--- src/p10ag_pkg.sv ---
// ----------------------------------------------------------------------------
// p10ag_pkg
// types, constants and helpers of the packed 10-bit unpacker
// ----------------------------------------------------------------------------
package p10ag_pkg;

  localparam int PIX_W     = 10;
  localparam int OUT_W     = 16;
  localparam int LANES     = 4;
  localparam int GROUP_W   = PIX_W * LANES;
  localparam int NUM_W     = 2 * PIX_W;
  localparam int DIV_STEPS = PIX_W;
  localparam int CNT_W     = $clog2(DIV_STEPS);

  localparam logic [PIX_W-1:0] FULL_SCALE = 10'h3ff;
  localparam logic [PIX_W-1:0] MAX_RESET  = 10'd1;

  localparam logic OP_MEASURE = 1'b0;
  localparam logic OP_CONVERT = 1'b1;

  typedef struct packed {
    logic               op;
    logic               frame_start;
    logic [GROUP_W-1:0] packed_group;
  } in_item_t;

  typedef struct packed {
    logic [OUT_W-1:0] pixel0;
    logic [OUT_W-1:0] pixel1;
    logic [OUT_W-1:0] pixel2;
    logic [OUT_W-1:0] pixel3;
  } out_item_t;

  typedef struct packed {
    logic load_meas;
    logic load_conv;
    logic step;
    logic store_out;
  } dp_cmd_t;

  typedef struct packed {
    logic gain_on;
  } dp_stat_t;

  function automatic logic [OUT_W-1:0] widen(input logic [PIX_W-1:0] v);
    return {v, v[PIX_W-1:PIX_W-(OUT_W-PIX_W)]};
  endfunction

endpackage

--- src/p10ag_dp.sv ---
// ----------------------------------------------------------------------------
// p10ag_dp
// datapath: frame maximum, four restoring divider lanes, output register
// ----------------------------------------------------------------------------
module p10ag_dp import p10ag_pkg::*; (
  input  logic      clk,
  input  logic      rst,
  input  logic      cfg_wr_en,
  input  logic      cfg_wr_data,
  input  in_item_t  in_data,
  input  dp_cmd_t   cmd,
  output dp_stat_t  stat,
  output out_item_t out_data
);

  logic                             gain_on;
  logic [PIX_W-1:0]                 frame_max;
  logic [PIX_W-1:0]                 frame_max_next;
  logic [LANES-1:0][PIX_W-1:0]      pix;
  logic [LANES-1:0][PIX_W-1:0]      rem;
  logic [LANES-1:0][PIX_W-1:0]      quo;
  logic [LANES-1:0]                 sat;
  logic [LANES-1:0][PIX_W-1:0]      in_pix;
  logic [LANES-1:0][NUM_W-1:0]      num;
  logic [LANES-1:0][PIX_W:0]        trial;
  logic [LANES-1:0]                 fits;
  logic [LANES-1:0][PIX_W-1:0]      res;
  logic [PIX_W-1:0]                 max01;
  logic [PIX_W-1:0]                 max23;
  logic [PIX_W-1:0]                 max_grp;
  logic [PIX_W-1:0]                 max_base;

  assign stat.gain_on = gain_on;

  always_comb begin
    for (int k = 0; k < LANES; k++) begin
      in_pix[k] = in_data.packed_group[k*PIX_W +: PIX_W];
      // p * 1023 as (p << 10) - p
      num[k]    = {in_pix[k], {PIX_W{1'b0}}} - NUM_W'(in_pix[k]);
      trial[k]  = {rem[k], quo[k][PIX_W-1]};
      fits[k]   = trial[k] >= {1'b0, frame_max};
      if (!gain_on) begin
        res[k] = pix[k];
      end else if (sat[k]) begin
        res[k] = FULL_SCALE;
      end else begin
        res[k] = quo[k];
      end
    end
  end

  always_comb begin
    max01          = (in_pix[0] > in_pix[1]) ? in_pix[0] : in_pix[1];
    max23          = (in_pix[2] > in_pix[3]) ? in_pix[2] : in_pix[3];
    max_grp        = (max01 > max23) ? max01 : max23;
    max_base       = in_data.frame_start ? MAX_RESET : frame_max;
    frame_max_next = (max_grp > max_base) ? max_grp : max_base;
  end

  always_ff @(posedge clk) begin
    if (rst) begin
      gain_on   <= 1'b0;
      frame_max <= MAX_RESET;
    end else begin
      if (cfg_wr_en) begin
        gain_on <= cfg_wr_data;
      end
      if (cmd.load_meas) begin
        frame_max <= frame_max_next;
      end
    end
  end

  always_ff @(posedge clk) begin
    for (int k = 0; k < LANES; k++) begin
      if (cmd.load_conv) begin
        pix[k] <= in_pix[k];
        // above the maximum the quotient exceeds full scale
        sat[k] <= in_pix[k] > frame_max;
        rem[k] <= num[k][NUM_W-1:PIX_W];
        quo[k] <= num[k][PIX_W-1:0];
      end else if (cmd.step) begin
        if (fits[k]) begin
          rem[k] <= PIX_W'(trial[k] - {1'b0, frame_max});
        end else begin
          rem[k] <= trial[k][PIX_W-1:0];
        end
        quo[k] <= {quo[k][PIX_W-2:0], fits[k]};
      end
    end
  end

  always_ff @(posedge clk) begin
    if (cmd.store_out) begin
      out_data.pixel0 <= widen(res[0]);
      out_data.pixel1 <= widen(res[1]);
      out_data.pixel2 <= widen(res[2]);
      out_data.pixel3 <= widen(res[3]);
    end
  end

endmodule

--- src/p10ag_ctrl.sv ---
// ----------------------------------------------------------------------------
// p10ag_ctrl
// controller: input acceptance, divider sequencing, output register valid
// ----------------------------------------------------------------------------
module p10ag_ctrl import p10ag_pkg::*; (
  input  logic     clk,
  input  logic     rst,
  input  logic     in_valid,
  input  logic     in_op,
  output logic     in_ready,
  output logic     out_valid,
  input  logic     out_ready,
  input  dp_stat_t stat,
  output dp_cmd_t  cmd
);

  typedef enum logic [2:0] {
    S_IDLE = 3'b001,
    S_DIV  = 3'b010,
    S_DONE = 3'b100
  } state_t;

  state_t           state;
  state_t           state_next;
  logic [CNT_W-1:0] cnt;
  logic             in_acc;
  logic             out_free;

  assign in_ready = (state == S_IDLE);
  assign in_acc   = in_valid && in_ready;
  assign out_free = !out_valid || out_ready;

  always_comb begin
    cmd.load_meas = in_acc && (in_op == OP_MEASURE);
    cmd.load_conv = in_acc && (in_op == OP_CONVERT);
    cmd.step      = (state == S_DIV);
    cmd.store_out = (state == S_DONE) && out_free;
  end

  always_comb begin
    state_next = state;
    case (state)
      S_IDLE: begin
        if (cmd.load_conv) begin
          state_next = stat.gain_on ? S_DIV : S_DONE;
        end
      end
      S_DIV: begin
        if (cnt == CNT_W'(DIV_STEPS - 1)) begin
          state_next = S_DONE;
        end
      end
      S_DONE: begin
        if (out_free) begin
          state_next = S_IDLE;
        end
      end
      default: begin
        state_next = S_IDLE;
      end
    endcase
  end

  always_ff @(posedge clk) begin
    if (rst) begin
      state     <= S_IDLE;
      cnt       <= '0;
      out_valid <= 1'b0;
    end else begin
      state <= state_next;
      if (state == S_DIV) begin
        cnt <= cnt + 1'b1;
      end else begin
        cnt <= '0;
      end
      if (cmd.store_out) begin
        out_valid <= 1'b1;
      end else if (out_ready) begin
        out_valid <= 1'b0;
      end
    end
  end

endmodule

--- src/packed_10bit_unpack_auto_gain_top.sv ---
// ----------------------------------------------------------------------------
// packed_10bit_unpack_auto_gain_top
// packed 10-bit to 16-bit gray unpacker with frame-maximum auto gain
// ----------------------------------------------------------------------------
// Each transaction carries five bytes holding four little-endian 10-bit
// pixels. A measure transaction folds the pixels into the frame maximum
// without leaving the idle state, so measures stream back to back. A convert
// transaction produces one output of four 16-bit pixels; it holds the
// input off until that output is stored, and with auto gain on first
// lets four restoring divider lanes run 10 steps in parallel to form
// floor(p * 1023 / max), saturated at 1023. A finished output sits in an
// output register, so a following measure is taken while it waits; a
// second convert completes once that register is free.
// ----------------------------------------------------------------------------
module packed_10bit_unpack_auto_gain_top import p10ag_pkg::*; (
  input  logic      clk,
  input  logic      rst,
  input  logic      cfg_wr_en,
  input  logic      cfg_wr_data,
  input  logic      in_valid,
  output logic      in_ready,
  input  in_item_t  in_data,
  output logic      out_valid,
  input  logic      out_ready,
  output out_item_t out_data
);

  dp_cmd_t  cmd;
  dp_stat_t stat;

  p10ag_ctrl u_ctrl (
    .clk       (clk),
    .rst       (rst),
    .in_valid  (in_valid),
    .in_op     (in_data.op),
    .in_ready  (in_ready),
    .out_valid (out_valid),
    .out_ready (out_ready),
    .stat      (stat),
    .cmd       (cmd)
  );

  p10ag_dp u_dp (
    .clk         (clk),
    .rst         (rst),
    .cfg_wr_en   (cfg_wr_en),
    .cfg_wr_data (cfg_wr_data),
    .in_data     (in_data),
    .cmd         (cmd),
    .stat        (stat),
    .out_data    (out_data)
  );

endmodule

--- config.mk ---
export PLATFORM = sky130hd
export DESIGN_NAME = packed_10bit_unpack_auto_gain_top
export DESIGN_NICKNAME = d
export VERILOG_FILES = /design/src/p10ag_pkg.sv /design/src/p10ag_dp.sv /design/src/p10ag_ctrl.sv /design/src/packed_10bit_unpack_auto_gain_top.sv
export SDC_FILE = /design/constraint.sdc
export NUM_CORES = 1
export LEC_CHECK = 0
export BUFFER_PORTS_ARGS = -buffer_cell sky130_fd_sc_hd__buf_2
export CAP_MARGIN = 20
export CORE_UTILIZATION = 42
export CTS_BUF_LIST = sky130_fd_sc_hd__clkbuf_16
export CTS_CLUSTER_DIAMETER = 150
export DETAILED_ROUTE_END_ITERATION = 10
export GPL_ROUTABILITY_DRIVEN = 0
export PLACE_DENSITY_LB_ADDON = 0.15
export REMOVE_ABC_BUFFERS = 1
export SLEW_MARGIN = 20
export SYNTH_ARGS = -nofsm -noshare
export SYNTH_HDL_FRONTEND = slang
export SYNTH_HIERARCHICAL = 1
export SYNTH_SLANG_ARGS = --single-unit
export TNS_END_PERCENT = 50
--- constraint.sdc ---
create_clock -name clk -period 8.5 [get_ports clk]
set_clock_uncertainty 0.1 [all_clocks]
set_input_delay 1.7 -clock clk [delete_from_list [all_inputs] [get_ports clk]]
set_output_delay 1.7 -clock clk [all_outputs]
set_load 0.005 [all_outputs]
==> metrics.txt, run 1 <==
# TYPE chip_impl_metric gauge
chip_impl_info{name="status",value="finished clean"} 1
chip_impl_metric{name="cts_setup_buffers",unit=""} 0
chip_impl_info{name="cts_tree",value="done"} 1
chip_impl_metric{name="crit_share_post_route",unit="%"} 84.27
chip_impl_metric{name="grt.total_usage",unit="%"} 22.86
chip_impl_metric{name="p_total",unit="mW"} 2.969
chip_impl_metric{name="synth_enable_flop_cells",unit=""} 164
chip_impl_metric{name="cts.path.max_buffers",unit=""} 2
chip_impl_metric{name="clock_latency",unit="ns"} 0.45
chip_impl_metric{name="stdcell_count",unit=""} 1810
chip_impl_metric{name="crit_required",unit="ns"} 8.75
chip_impl_metric{name="cts-hold-fix-buffers",unit=""} 0
chip_impl_metric{name="power_per_cell_area",unit="nW/µm²"} 205.0
chip_impl_metric{name="die_x",unit="µm"} 178.9
chip_impl_metric{name="detailed_place_hpwl",unit="µm"} 24900
chip_impl_metric{name="number_of_search_and_repair_iterations_in_the_first_detailed_routing_pass",unit=""} 5
chip_impl_metric{name="htree_levels",unit=""} 4
chip_impl_metric{name="timing.final.hold_violations",unit=""} 0
chip_impl_info{name="critPathLaunchType",value="primary input"} 1
chip_impl_metric{name="initial_standard_cell_utilization_of_the_core",unit="%"} 42.84
chip_impl_metric{name="core.rowCount",unit=""} 64
chip_impl_metric{name="die_area",unit="µm²"} 32000
chip_impl_metric{name="syn-mean-instance-area",unit="µm²"} 9.902
chip_impl_info{name="holdCritPathClass",value="flop to flop"} 1
chip_impl_metric{name="grt_pass1_vias",unit=""} 10160
chip_impl_metric{name="timing.final.setup_violations",unit=""} 0
chip_impl_metric{name="fraction_of_layout_instances_using_a_drive_strength_above_1",unit="%"} 14.44
chip_impl_metric{name="postRouteAntennaNets",unit=""} 0
chip_impl_metric{name="routed-via-count",unit=""} 10980
chip_impl_metric{name="tns",unit="ns"} 0
chip_impl_metric{name="fillers",unit=""} 2896
chip_impl_metric{name="gr-total-overflow",unit=""} 0
chip_impl_metric{name="drt-total-wl",unit="µm"} 36190
chip_impl_metric{name="internal_power",unit="mW"} 1.900
chip_impl_metric{name="coreArea",unit="µm²"} 30670
chip_impl_metric{name="place_worst_setup_slack",unit="ns"} 0.9582
chip_impl_metric{name="grt_antenna_before_repair",unit=""} 1
chip_impl_metric{name="cts-buffers-inserted",unit=""} 17
chip_impl_metric{name="async_reset_ff_share",unit="%"} 0
chip_impl_info{name="ys_dominant_reg_cell",value="edfxtp_1"} 1
chip_impl_metric{name="arrival",unit="ns"} 7.41
chip_impl_info{name="cts_root_buf",value="clkbuf_16"} 1
chip_impl_metric{name="cellLeakagePower",unit="nW"} 5.461
chip_impl_metric{name="max-vdd-ir-drop",unit="V"} 0.0001561
chip_impl_metric{name="placed_cells",unit=""} 1775
chip_impl_metric{name="clock_network_fraction_of_design_power",unit="%"} 26.0
chip_impl_metric{name="final-max-slew-violation-count",unit=""} 0
chip_impl_metric{name="worst-slew-pin-transition",unit="ns"} 1.098
chip_impl_metric{name="ys_seq_elements",unit=""} 183
chip_impl_metric{name="drv_cap",unit=""} 0
chip_impl_metric{name="route.detailed.drc",unit=""} 0
chip_impl_metric{name="crit_fanout",unit=""} 20
chip_impl_metric{name="grt_start_max_net_pins",unit=""} 85
chip_impl_metric{name="viasPerCell",unit=""} 6.066
chip_impl_metric{name="grt_first_pass_wirelength",unit="µm"} 56080
chip_impl_metric{name="power_switching_share",unit="%"} 36.01
chip_impl_info{name="grt_setup_unrepaired",value="false"} 1
chip_impl_metric{name="setup_slack",unit="ns"} 1.337
chip_impl_metric{name="die-height",unit="µm"} 178.9
chip_impl_metric{name="post_synth_num_cell_types",unit=""} 72
chip_impl_metric{name="post_drt_wl_per_cell",unit="µm"} 20.00
chip_impl_metric{name="area_growth",unit="%"} 10.21
chip_impl_metric{name="total_switching_power",unit="mW"} 1.069
chip_impl_metric{name="clock.fmax",unit="GHz"} 0.1396
chip_impl_metric{name="numClockSinks",unit=""} 183
chip_impl_metric{name="share_comb_of_total_power",unit="%"} 35.3
chip_impl_metric{name="seq_power_share",unit="%"} 38.7
chip_impl_metric{name="postSynthCellCount",unit=""} 1327
chip_impl_metric{name="yosysSeqAreaShare",unit="%"} 40.37
chip_impl_metric{name="fin_crit",unit="ns"} 7.163
chip_impl_metric{name="finish.net_count",unit=""} 1578
chip_impl_info{name="timing_worst_setup_path_type",value="primary input to flop"} 1
chip_impl_metric{name="rel_slew_slack",unit="%"} 26.26
chip_impl_metric{name="clk_transition_reported_paths",unit="ns"} 0.08
chip_impl_info{name="critical_path.endpoint_type",value="flop"} 1
chip_impl_metric{name="boundary_pin_count",unit=""} 114
chip_impl_metric{name="synth_area",unit="µm²"} 13140
chip_impl_metric{name="drt_first_iter_violations",unit=""} 979
chip_impl_metric{name="ys.warnings.count",unit=""} 6
chip_impl_metric{name="postCtsResizedCells",unit=""} 0
chip_impl_metric{name="io_buffers",unit=""} 113
==> cell usage after synthesis (18+ instances only) <==
cell,instances,area (µm²)
nor4_1,27,168.9
nor3_1,30,150.1
xor2_1,18,157.7
edfxtp_1,164,4925
mux2_2,24,270.3
buf_4,25,187.7
ha_1,126,1577
a21oi_1,92,460.4
nand2b_1,29,181.4
xnor2_1,25,219.0
inv_1,78,292.8
o21ai_0,63,315.3
o22a_1,20,175.2
nand4_1,31,193.9
nor2_1,125,469.2
dfxtp_1,19,380.4
nand3_1,23,115.1
a21o_1,18,135.1
o21a_1,26,195.2
and3_1,24,150.1
nand2_1,54,202.7
clkbuf_1,29,108.9
==> registers in the layout, indices dropped and copies added, names as in the netlist <==
| name | flops |
|---|---|
| u_dp/out_data | 40 |
| u_dp/pix | 40 |
| u_dp/quo | 40 |
| u_dp/rem | 40 |
| u_dp/frame_max | 10 |
| u_ctrl/cnt | 4 |
| u_dp/sat | 4 |
| u_ctrl/state | 3 |
| u_ctrl/out_valid | 1 |
| u_dp/stat | 1 |
==> area by class of cell <==
| class | count | area (µm²) | area share [%] |
|---|---|---|---|
| Antenna cell | 1 | 2.502 | 0.01728 |
| Tap cell | 396 | 495.5 | 3.421 |
| Multi-Input combinational cell | 995 | 7186 | 49.62 |
| Clock inverter | 15 | 121.4 | 0.8381 |
| Timing Repair Buffer | 124 | 648.1 | 4.476 |
| Clock buffer | 17 | 425.4 | 2.938 |
| Inverter | 79 | 296.5 | 2.048 |
| Sequential cell | 183 | 5306 | 36.64 |
==> metal layers <==
layer | track usage, % | wire length (µm) | vias up
met5 | 0 | 0 | -
li1 | - | - | 5241
met2 | 36.25 | 16700 | 308
met1 | 31.23 | 16720 | 5371
met4 | 8.581 | 943 | 0
met3 | 3.584 | 1829 | 60
==> critical path, stage by stage <==
cell       delay [ns]
buf_2            0.16
clkinv_1         0.26
ha_1             0.37
nand4_1          0.12
or3_1            0.62
and3_1           0.29
a211oi_1         0.38
inv_1            0.09
ha_1             0.29
nand4_1          0.11
nor3_1           0.24
o21ai_0          0.12
a31oi_1          0.14
buf_4            0.24
mux2i_1          0.35
ha_1             0.19
nand4_1          0.12
a211oi_1         0.22
a2111oi_0        0.12
nor3_1           0.91
nand2b_1         0.11
o221a_1          0.25
==> cell families after synthesis <==
kind of cell / after synthesis / share of synthesized area (%)
fa+ha+maj: 130 / 12.61
buf+inv: 149 / 5.056
compound gates: 391 / 20.83
mux: 37 / 3.047
flops: 183 / 40.37
simple gates: 394 / 15.22
xor+xnor: 43 / 2.866
==> cells in the final DEF, fill, tap and decap left out, types with 6 or more instances in the layout <==
master     instances
buf_2            113
a21o_1            18
or4_1              7
o21a_1            26
inv_1             78
nor2_1           125
o211ai_1          15
a2111oi_0         13
clkbuf_16         17
dfxtp_1           18
mux2i_1           13
a311o_1            7
nand4_1           31
nor3_1            30
nand2b_1          29
o21ai_0           63
nand2_1           54
a211oi_1          16
o31ai_1           16
and3_1            23
a31oi_1           14
mux2_2            24
o311ai_0           7
or3_1             12
o211a_1            7
a22o_1             9
o31a_1            11
nor4_1            27
xnor2_1           25
xor2_1            18
edfxtp_1         164
o22a_1            20
nand3_1           23
a211oi_2          11
a21oi_1           92
nor2b_1           14
buf_4             11
ha_1             126
a21boi_0           6
==> power groups by stage <==
stage	clock, mW	sequential, mW	combinational, mW
after floorplan	0	1.16	0.752
after global placement	0	1.17	1.01
after detailed placement	0	1.17	1.03
after CTS	0.790	1.15	1.04
after global routing	0.822	1.16	1.17
final	0.771	1.15	1.05
==> worst paths after layout <==
check	start	endpoint	slack, ns	cells past startpoint
setup / recovery	in_data[12]	u_dp/frame_max[0]$_SDFFE_PP1P_	1.34	22
hold / removal	u_ctrl/cnt[0]$_SDFF_PP0_	u_ctrl/cnt[0]$_SDFF_PP0_	0.37	1
setup reg to reg	u_dp/frame_max[1]$_SDFFE_PP0P_	u_dp/rem[25]$_DFFE_PP_	4.77	8
hold reg to reg	u_ctrl/cnt[0]$_SDFF_PP0_	u_ctrl/cnt[0]$_SDFF_PP0_	0.37	1
==> per-stage QoR <==
step / hold WS (ns) / instance area, µm² / utilization, %
after global placement: 0.3497 / 13920 / 45.38
after CTS: 0.3773 / 14460 / 47.16
after floorplan: 0.3334 / 12770 / -
after detailed placement: 0.3613 / 13920 / 45.38
final: 0.3687 / 14480 / 47.22
after global routing: 0.4033 / 14480 / 47.22
(Power assumes the default switching activity.)
==> run 2: changes to the inputs <==
==> constraint.sdc (replaced) <==
create_clock -name clk -period 6.1 [get_ports clk]
set_clock_uncertainty 0.1 [all_clocks]
set_input_delay 1.22 -clock clk [delete_from_list [all_inputs] [get_ports clk]]
set_output_delay 1.22 -clock clk [all_outputs]
set_load 0.005 [all_outputs]
==> run 2 against run 1 <==
  * Cell count is 5.7% higher
  * Critical path depth grew 2
  * Register-to-register slack got worse by 2.3 ns
  * Total power rose by 48%
  * First-iteration DRC count up 5.2%
  * Sequential power grew 39%
  * Wire length increased by 6.3%
  * Via count is 3.8% higher
  * Count of clock-buffer cells in the layout unchanged
  * Cell area increased by 6.6%
  * Non-clock buffer count rose by 105
  * Die area unchanged
  * Largest power group unchanged
==> metrics.txt, run 2 (synthesized netlist as in run 1, its figures left out) <==
# TYPE chip_impl_metric gauge
chip_impl_metric{name="routed-via-count",unit=""} 11400
chip_impl_info{name="layout.cells.most_common",value="edfxtp_1"} 1
chip_impl_metric{name="power_switching_share",unit="%"} 34.14
chip_impl_metric{name="drt-total-wl",unit="µm"} 38470
chip_impl_metric{name="wl_met2",unit="µm"} 17690
chip_impl_metric{name="die_x",unit="µm"} 178.9
chip_impl_metric{name="coreArea",unit="µm²"} 30670
chip_impl_metric{name="met3_length",unit="µm"} 1807
chip_impl_metric{name="die-height",unit="µm"} 178.9
chip_impl_metric{name="timing.final.setup_violations",unit=""} 0
chip_impl_metric{name="internal_power",unit="mW"} 2.895
chip_impl_info{name="cts_tree",value="done"} 1
chip_impl_info{name="cts_root_buf",value="clkbuf_16"} 1
chip_impl_metric{name="drv_cap",unit=""} 0
chip_impl_metric{name="grt_first_pass_wirelength",unit="µm"} 59220
chip_impl_metric{name="timing.final.hold_violations",unit=""} 0
chip_impl_metric{name="cts.path.max_buffers",unit=""} 2
chip_impl_metric{name="grt_start_max_net_pins",unit=""} 68
chip_impl_metric{name="htree_levels",unit=""} 4
chip_impl_metric{name="place_worst_setup_slack",unit="ns"} -0.5197
chip_impl_metric{name="setup_slack",unit="ns"} 0.3697
chip_impl_metric{name="clock_latency",unit="ns"} 0.45
chip_impl_metric{name="numClockSinks",unit=""} 183
chip_impl_metric{name="power_per_cell_area",unit="nW/µm²"} 284.7
chip_impl_metric{name="reg2reg_depth",unit=""} 8
chip_impl_info{name="critical_path.endpoint_type",value="flop"} 1
chip_impl_metric{name="arrival",unit="ns"} 6.02
chip_impl_metric{name="cellLeakagePower",unit="nW"} 6.018
chip_impl_info{name="top_signal_layer_used",value="met4"} 1
chip_impl_metric{name="cts-buffers-inserted",unit=""} 17
chip_impl_metric{name="die_area",unit="µm²"} 32000
chip_impl_metric{name="drt_first_iter_violations",unit=""} 1030
chip_impl_info{name="rr_startpoint",value="u_dp/frame_max[1]$_SDFFE_PP0P_"} 1
chip_impl_info{name="timing_worst_setup_path_type",value="primary input to flop"} 1
chip_impl_metric{name="clock_network_fraction_of_design_power",unit="%"} 27.0
chip_impl_metric{name="core.rowCount",unit=""} 64
chip_impl_metric{name="drt-met1-wl",unit="µm"} 18100
chip_impl_metric{name="share_comb_of_total_power",unit="%"} 36.5
chip_impl_metric{name="p_total",unit="mW"} 4.396
chip_impl_metric{name="boundary_pin_count",unit=""} 114
chip_impl_metric{name="total_switching_power",unit="mW"} 1.501
chip_impl_metric{name="route.detailed.drc",unit=""} 0
chip_impl_metric{name="cts-hold-fix-buffers",unit=""} 0
chip_impl_metric{name="clk_transition_reported_paths",unit="ns"} 0.07
chip_impl_metric{name="grt.total_usage",unit="%"} 24.30
chip_impl_metric{name="initial_standard_cell_utilization_of_the_core",unit="%"} 42.84
chip_impl_info{name="layout_common_cells",value="164 x edfxtp_1, 126 x ha_1, 125 x nor2_1"} 1
chip_impl_info{name="holdCritPathClass",value="flop to flop"} 1
chip_impl_metric{name="grt_antenna_before_repair",unit=""} 1
chip_impl_metric{name="post_drt_wl_per_cell",unit="µm"} 20.10
chip_impl_metric{name="crit_fanout",unit=""} 14
chip_impl_info{name="timing.hold.worst.start",value="u_ctrl/cnt[0]$_SDFF_PP0_"} 1
chip_impl_metric{name="gr-total-overflow",unit=""} 0
chip_impl_info{name="status",value="finished clean"} 1
chip_impl_metric{name="fin_crit",unit="ns"} 5.730
chip_impl_metric{name="rel_slew_slack",unit="%"} 33.08
chip_impl_metric{name="grt_pass1_vias",unit=""} 10700
chip_impl_metric{name="final-max-slew-violation-count",unit=""} 0
chip_impl_metric{name="number_of_search_and_repair_iterations_in_the_first_detailed_routing_pass",unit=""} 5
chip_impl_metric{name="finish.net_count",unit=""} 1683
chip_impl_info{name="critPathLaunchType",value="primary input"} 1
chip_impl_metric{name="seq_power_share",unit="%"} 36.5
chip_impl_metric{name="io_buffers",unit=""} 113
chip_impl_metric{name="postRouteAntennaNets",unit=""} 0
chip_impl_metric{name="max-vdd-ir-drop",unit="V"} 0.0002317
chip_impl_info{name="r2r_end",value="u_dp/rem[25]$_DFFE_PP_"} 1
chip_impl_metric{name="crit_share_post_route",unit="%"} 93.94
chip_impl_metric{name="detailed_place_hpwl",unit="µm"} 27320
chip_impl_metric{name="setup.reg_to_reg.worst_slack",unit="ns"} 2.50
chip_impl_metric{name="worst-slew-pin-transition",unit="ns"} 1.004
chip_impl_metric{name="area_growth",unit="%"} 17.50
chip_impl_metric{name="clock.fmax",unit="GHz"} 0.1745
chip_impl_metric{name="fraction_of_layout_instances_using_a_drive_strength_above_1",unit="%"} 21.16
chip_impl_metric{name="viasPerCell",unit=""} 5.956
chip_impl_metric{name="crit_required",unit="ns"} 6.39
chip_impl_metric{name="min_delay_path_depth",unit=""} 1
chip_impl_info{name="whs_endpoint",value="u_ctrl/cnt[0]$_SDFF_PP0_"} 1
-- run 2: changes by cell type in the layout (fill, tap and decap cells not counted), sizes merged --
cell / previous run / this run
clkinvlp: 3 / 2
inv: 84 / 81
buf: 124 / 229
bufinv: 0 / 4
clkinv: 7 / 6
-- run 2: per-stage QoR --
step                util, %  setup TNS (ns)  cells  hold WS (ns)  instance area [µm²]
floorplan                 -          -32.24   1257        0.3334                12770
global placement      48.01          -2.285   1881        0.3472                14730
detailed placement    48.01          -3.855   1881        0.3633                14730
CTS                   50.01               0   1912        0.3753                15340
global route          50.34        -0.05609   1914        0.4271                15440
finish                50.34               0   1914        0.3814                15440
-- run 2: timing repair --
item	in CTS	in global routing
buffers inserted	0	1
hold endpoints to repair	0	0
pin swaps	0	2
gates resized for setup	1	16
setup endpoints to repair	1	10
-- run 2: final cells by class --
| type | instances | area (µm²) |
|---|---|---|
| fill | 2786 | 15230 |
| clock buffer | 17 | 425.4 |
| inverter | 79 | 296.5 |
| clock inverter | 14 | 182.7 |
| timing repair buffer | 229 | 1449 |
| sequential | 183 | 5306 |
| tap | 396 | 495.5 |
| multi-input combinational | 995 | 7282 |
| antenna | 1 | 2.502 |
-- run 2: per-layer routing --
layer	vias to the layer above	global-route usage [%]
li1	5444	-
met5	-	0
met4	0	8.475
met1	5543	33.37
met2	350	38.51
met3	63	3.923
-- run 2: worst max path at each step --
stage                      startpoint                        endpoint  slack, ns
final                     in_data[39]  u_dp/frame_max[4]$_SDFFE_PP0P_       0.37
after global routing      in_data[12]  u_dp/frame_max[2]$_SDFFE_PP0P_      -0.02
after CTS                 in_data[18]  u_dp/frame_max[4]$_SDFFE_PP0P_       0.05
after detailed placement  in_data[19]  u_dp/frame_max[0]$_SDFFE_PP1P_      -0.52
after global placement    in_data[19]  u_dp/frame_max[0]$_SDFFE_PP1P_      -0.35
after floorplan           in_data[41]           u_dp/rem[8]$_DFFE_PP_      -0.95
-- run 2: critical path, stage by stage --
cell	delay (ns)
buf_2	0.10
inv_1	0.07
ha_1	0.32
nand4_1	0.11
or3_1	0.56
buf_4	0.23
a21oi_1	0.17
a211oi_2	0.06
buf_4	0.16
ha_1	0.27
nand4_1	0.09
nor3_1	0.23
o21ai_0	0.12
a31oi_1	0.20
buf_4	0.22
mux2i_1	0.24
ha_1	0.29
a21oi_1	0.16
o21ai_0	0.15
a2111oi_4	0.41
buf_4	0.19
o21a_1	0.16
buf_4	0.17
a22o_1	0.13
-- run 2: power groups by stage --
stage               clock, mW  sequential [mW]  combinational, mW
floorplan                   0             1.61               1.05
global placement            0             1.63               1.52
detailed placement          0             1.63               1.54
CTS                      1.21             1.60               1.55
global route             1.26             1.62               1.78
finish                   1.19             1.60               1.60
==> run 3: changes to the inputs <==
--- a/config.mk
+++ b/config.mk
@@ -7,6 +7,8 @@
 export LEC_CHECK = 0
 export BUFFER_PORTS_ARGS = -buffer_cell sky130_fd_sc_hd__buf_2
 export CAP_MARGIN = 20
+export CELL_PAD_IN_SITES_DETAIL_PLACEMENT = 0
+export CELL_PAD_IN_SITES_GLOBAL_PLACEMENT = 1
 export CORE_UTILIZATION = 42
 export CTS_BUF_LIST = sky130_fd_sc_hd__clkbuf_16
 export CTS_CLUSTER_DIAMETER = 150
==> run 3 against run 2 <==
  * Total power decreased by 1.7%
  * Cell area decreased by 0.19%
  * Highest routed layer is now met5
  * Sequential power about the same
  * Largest power group is now combinational logic
==> metrics.txt, run 3 (synthesized netlist as in run 1, its figures left out) <==
# TYPE chip_impl_metric gauge
chip_impl_metric{name="area_growth",unit="%"} 17.27
chip_impl_metric{name="cellLeakagePower",unit="nW"} 6.011
chip_impl_metric{name="io_buffers",unit=""} 113
chip_impl_metric{name="grt_start_max_net_pins",unit=""} 78
chip_impl_metric{name="detailed_place_hpwl",unit="µm"} 27970
chip_impl_metric{name="fin_crit",unit="ns"} 5.877
chip_impl_metric{name="timing.final.setup_violations",unit=""} 0
chip_impl_metric{name="drt_first_iter_violations",unit=""} 1033
chip_impl_metric{name="crit_path_max_incr_delay",unit="ns"} 0.40
chip_impl_metric{name="power_per_cell_area",unit="nW/µm²"} 280.4
chip_impl_metric{name="postRouteAntennaNets",unit=""} 0
chip_impl_metric{name="internal_power",unit="mW"} 2.794
chip_impl_info{name="holdCritPathClass",value="flop to flop"} 1
chip_impl_info{name="cts_tree",value="done"} 1
chip_impl_info{name="timing_worst_setup_path_type",value="primary input to flop"} 1
chip_impl_metric{name="share_comb_of_total_power",unit="%"} 37.2
chip_impl_metric{name="cts-hold-fix-buffers",unit=""} 0
chip_impl_metric{name="stdcell_count",unit=""} 1921
chip_impl_metric{name="reg2reg_depth",unit=""} 8
chip_impl_metric{name="numClockSinks",unit=""} 183
chip_impl_metric{name="cts-buffers-inserted",unit=""} 17
chip_impl_metric{name="die_area",unit="µm²"} 32000
chip_impl_metric{name="grt.total_usage",unit="%"} 24.90
chip_impl_metric{name="setup_slack",unit="ns"} 0.2232
chip_impl_metric{name="core.rowCount",unit=""} 64
chip_impl_metric{name="routed-via-count",unit=""} 11260
chip_impl_metric{name="place_worst_setup_slack",unit="ns"} -0.7681
chip_impl_metric{name="power_switching_share",unit="%"} 35.34
chip_impl_metric{name="finish.net_count",unit=""} 1690
chip_impl_info{name="critical_path.most_common_cell",value="buf_4"} 1
chip_impl_metric{name="coreArea",unit="µm²"} 30670
chip_impl_info{name="layout_common_cells",value="164 x edfxtp_1, 126 x ha_1, 125 x nor2_1"} 1
chip_impl_metric{name="clk_transition_reported_paths",unit="ns"} 0.07
chip_impl_metric{name="gr-total-overflow",unit=""} 0
chip_impl_info{name="critical_path.endpoint_type",value="flop"} 1
chip_impl_metric{name="n_antenna_cell",unit=""} 0
chip_impl_metric{name="die_x",unit="µm"} 178.9
chip_impl_info{name="layout.cells.most_common",value="edfxtp_1"} 1
chip_impl_metric{name="final-max-slew-violation-count",unit=""} 0
chip_impl_metric{name="clock_network_fraction_of_design_power",unit="%"} 25.7
chip_impl_metric{name="timing.final.hold_violations",unit=""} 0
chip_impl_metric{name="setup.reg_to_reg.worst_slack",unit="ns"} 2.41
chip_impl_metric{name="boundary_pin_count",unit=""} 114
chip_impl_info{name="timing.critical_path.max_delay_family",value="simple AND/OR/NAND/NOR gates"} 1
chip_impl_metric{name="die-height",unit="µm"} 178.9
chip_impl_metric{name="total_switching_power",unit="mW"} 1.527
chip_impl_metric{name="max-vdd-ir-drop",unit="V"} 0.0002039
chip_impl_metric{name="arrival",unit="ns"} 6.13
chip_impl_info{name="cts_root_buf",value="clkbuf_16"} 1
chip_impl_metric{name="clock_latency",unit="ns"} 0.46
chip_impl_info{name="worstPathCellList",value="buf_2 -> ha_1 -> nand4_1 -> or3_1 -> buf_4 -> and3_1 -> a211oi_2 -> inv_1 -> ha_1 -> nand4_1 -> nor3_2 -> o21ai_0 -> a31oi_2 -> buf_4 -> buf_4 -> mux2i_1 -> ha_1 -> nand4_1 -> a211oi_1 -> a2111oi_1 -> buf_4 -> nor3_4 -> nand2b_1 -> o221a_1"} 1
chip_impl_metric{name="min_delay_path_depth",unit=""} 1
chip_impl_metric{name="number_of_search_and_repair_iterations_in_the_first_detailed_routing_pass",unit=""} 5
chip_impl_metric{name="grt_antenna_before_repair",unit=""} 1
chip_impl_metric{name="fillers",unit=""} 2829
chip_impl_info{name="slowest_stage",value="or3_1"} 1
chip_impl_metric{name="clock.fmax",unit="GHz"} 0.1702
chip_impl_metric{name="crit_required",unit="ns"} 6.35
chip_impl_metric{name="seq_power_share",unit="%"} 37.1
chip_impl_metric{name="worst-slew-pin-transition",unit="ns"} 1.038
chip_impl_metric{name="viasPerCell",unit=""} 5.863
chip_impl_metric{name="initial_standard_cell_utilization_of_the_core",unit="%"} 42.84
chip_impl_metric{name="crit_fanout",unit=""} 14
chip_impl_metric{name="rel_slew_slack",unit="%"} 30.82
chip_impl_metric{name="p_total",unit="mW"} 4.321
chip_impl_metric{name="post_drt_wl_per_cell",unit="µm"} 20.30
chip_impl_metric{name="drv_cap",unit=""} 0
chip_impl_info{name="status",value="finished clean"} 1
chip_impl_metric{name="cts.path.max_buffers",unit=""} 2
chip_impl_metric{name="drt-total-wl",unit="µm"} 39000
chip_impl_info{name="critPathLaunchType",value="primary input"} 1
chip_impl_metric{name="cp_num_cells",unit=""} 24
chip_impl_metric{name="critical_path_buf_inv_count",unit=""} 6
chip_impl_metric{name="crit_share_post_route",unit="%"} 96.34
chip_impl_metric{name="grt_pass1_vias",unit=""} 10760
chip_impl_metric{name="placed_cells",unit=""} 1884
chip_impl_metric{name="fraction_of_layout_instances_using_a_drive_strength_above_1",unit="%"} 21.64
chip_impl_metric{name="htree_levels",unit=""} 4
chip_impl_metric{name="grt_first_pass_wirelength",unit="µm"} 60230
chip_impl_metric{name="route.detailed.drc",unit=""} 0
[run 3: power by group through the flow]
stage | Combinational (mW) | Sequential, mW | Clock [mW]
2_1_floorplan | 1.05 | 1.61 | 0
3_3_place_gp | 1.53 | 1.63 | 0
3_5_place_dp | 1.55 | 1.63 | 0
4_1_cts | 1.56 | 1.61 | 1.13
5_1_grt | 1.79 | 1.62 | 1.18
6_report | 1.61 | 1.60 | 1.11
[run 3: worst paths after layout]
kind                                                     start                              to
worst min register to register        u_ctrl/cnt[0]$_SDFF_PP0_        u_ctrl/cnt[0]$_SDFF_PP0_
worst max-delay path                                in_data[8]  u_dp/frame_max[0]$_SDFFE_PP1P_
worst max register to register  u_dp/frame_max[1]$_SDFFE_PP0P_          u_dp/rem[26]$_DFFE_PP_
worst min-delay path                  u_ctrl/cnt[0]$_SDFF_PP0_        u_ctrl/cnt[0]$_SDFF_PP0_
[run 3: final cells by class]
| class | instances | area, µm² | share of cell area, % |
|---|---|---|---|
| Clock buffer | 17 | 425.4 | 2.761 |
| Clock inverter | 15 | 143.9 | 0.9337 |
| Inverter | 79 | 297.8 | 1.932 |
| Multi-Input combinational cell | 995 | 7248 | 47.04 |
| Sequential cell | 183 | 5306 | 34.43 |
| Tap cell | 396 | 495.5 | 3.215 |
| Timing Repair Buffer | 236 | 1493 | 9.687 |
[run 3: routing by layer]
layer | vias to the layer above | GRT usage [%] | part of all wire [%]
met4 | 2 | 7.097 | 1.7
met2 | 294 | 39.04 | 46
met5 | - | 0 | 0.028
met1 | 5478 | 35.83 | 48
li1 | 5447 | - | -
met3 | 42 | 2.926 | 4.6
[run 3: repair_timing]
action	CTS	global route
setup buffers	0	4
cloned	0	1
pin swaps	0	4
gates resized for setup	1	15
setup endpoints to repair	10	10
[run 3: per-stage QoR]
step	area, µm²	setup TNS (ns)	hold slack, ns	util (%)
after CTS	15310	0	0.3740	49.92
after global routing	15410	-0.6993	0.4112	50.24
after floorplan	12770	-32.24	0.3334	-
after detailed placement	14740	-6.368	0.3574	48.05
after global placement	14740	-4.675	0.3522	48.05
final	15410	0	0.3684	50.24
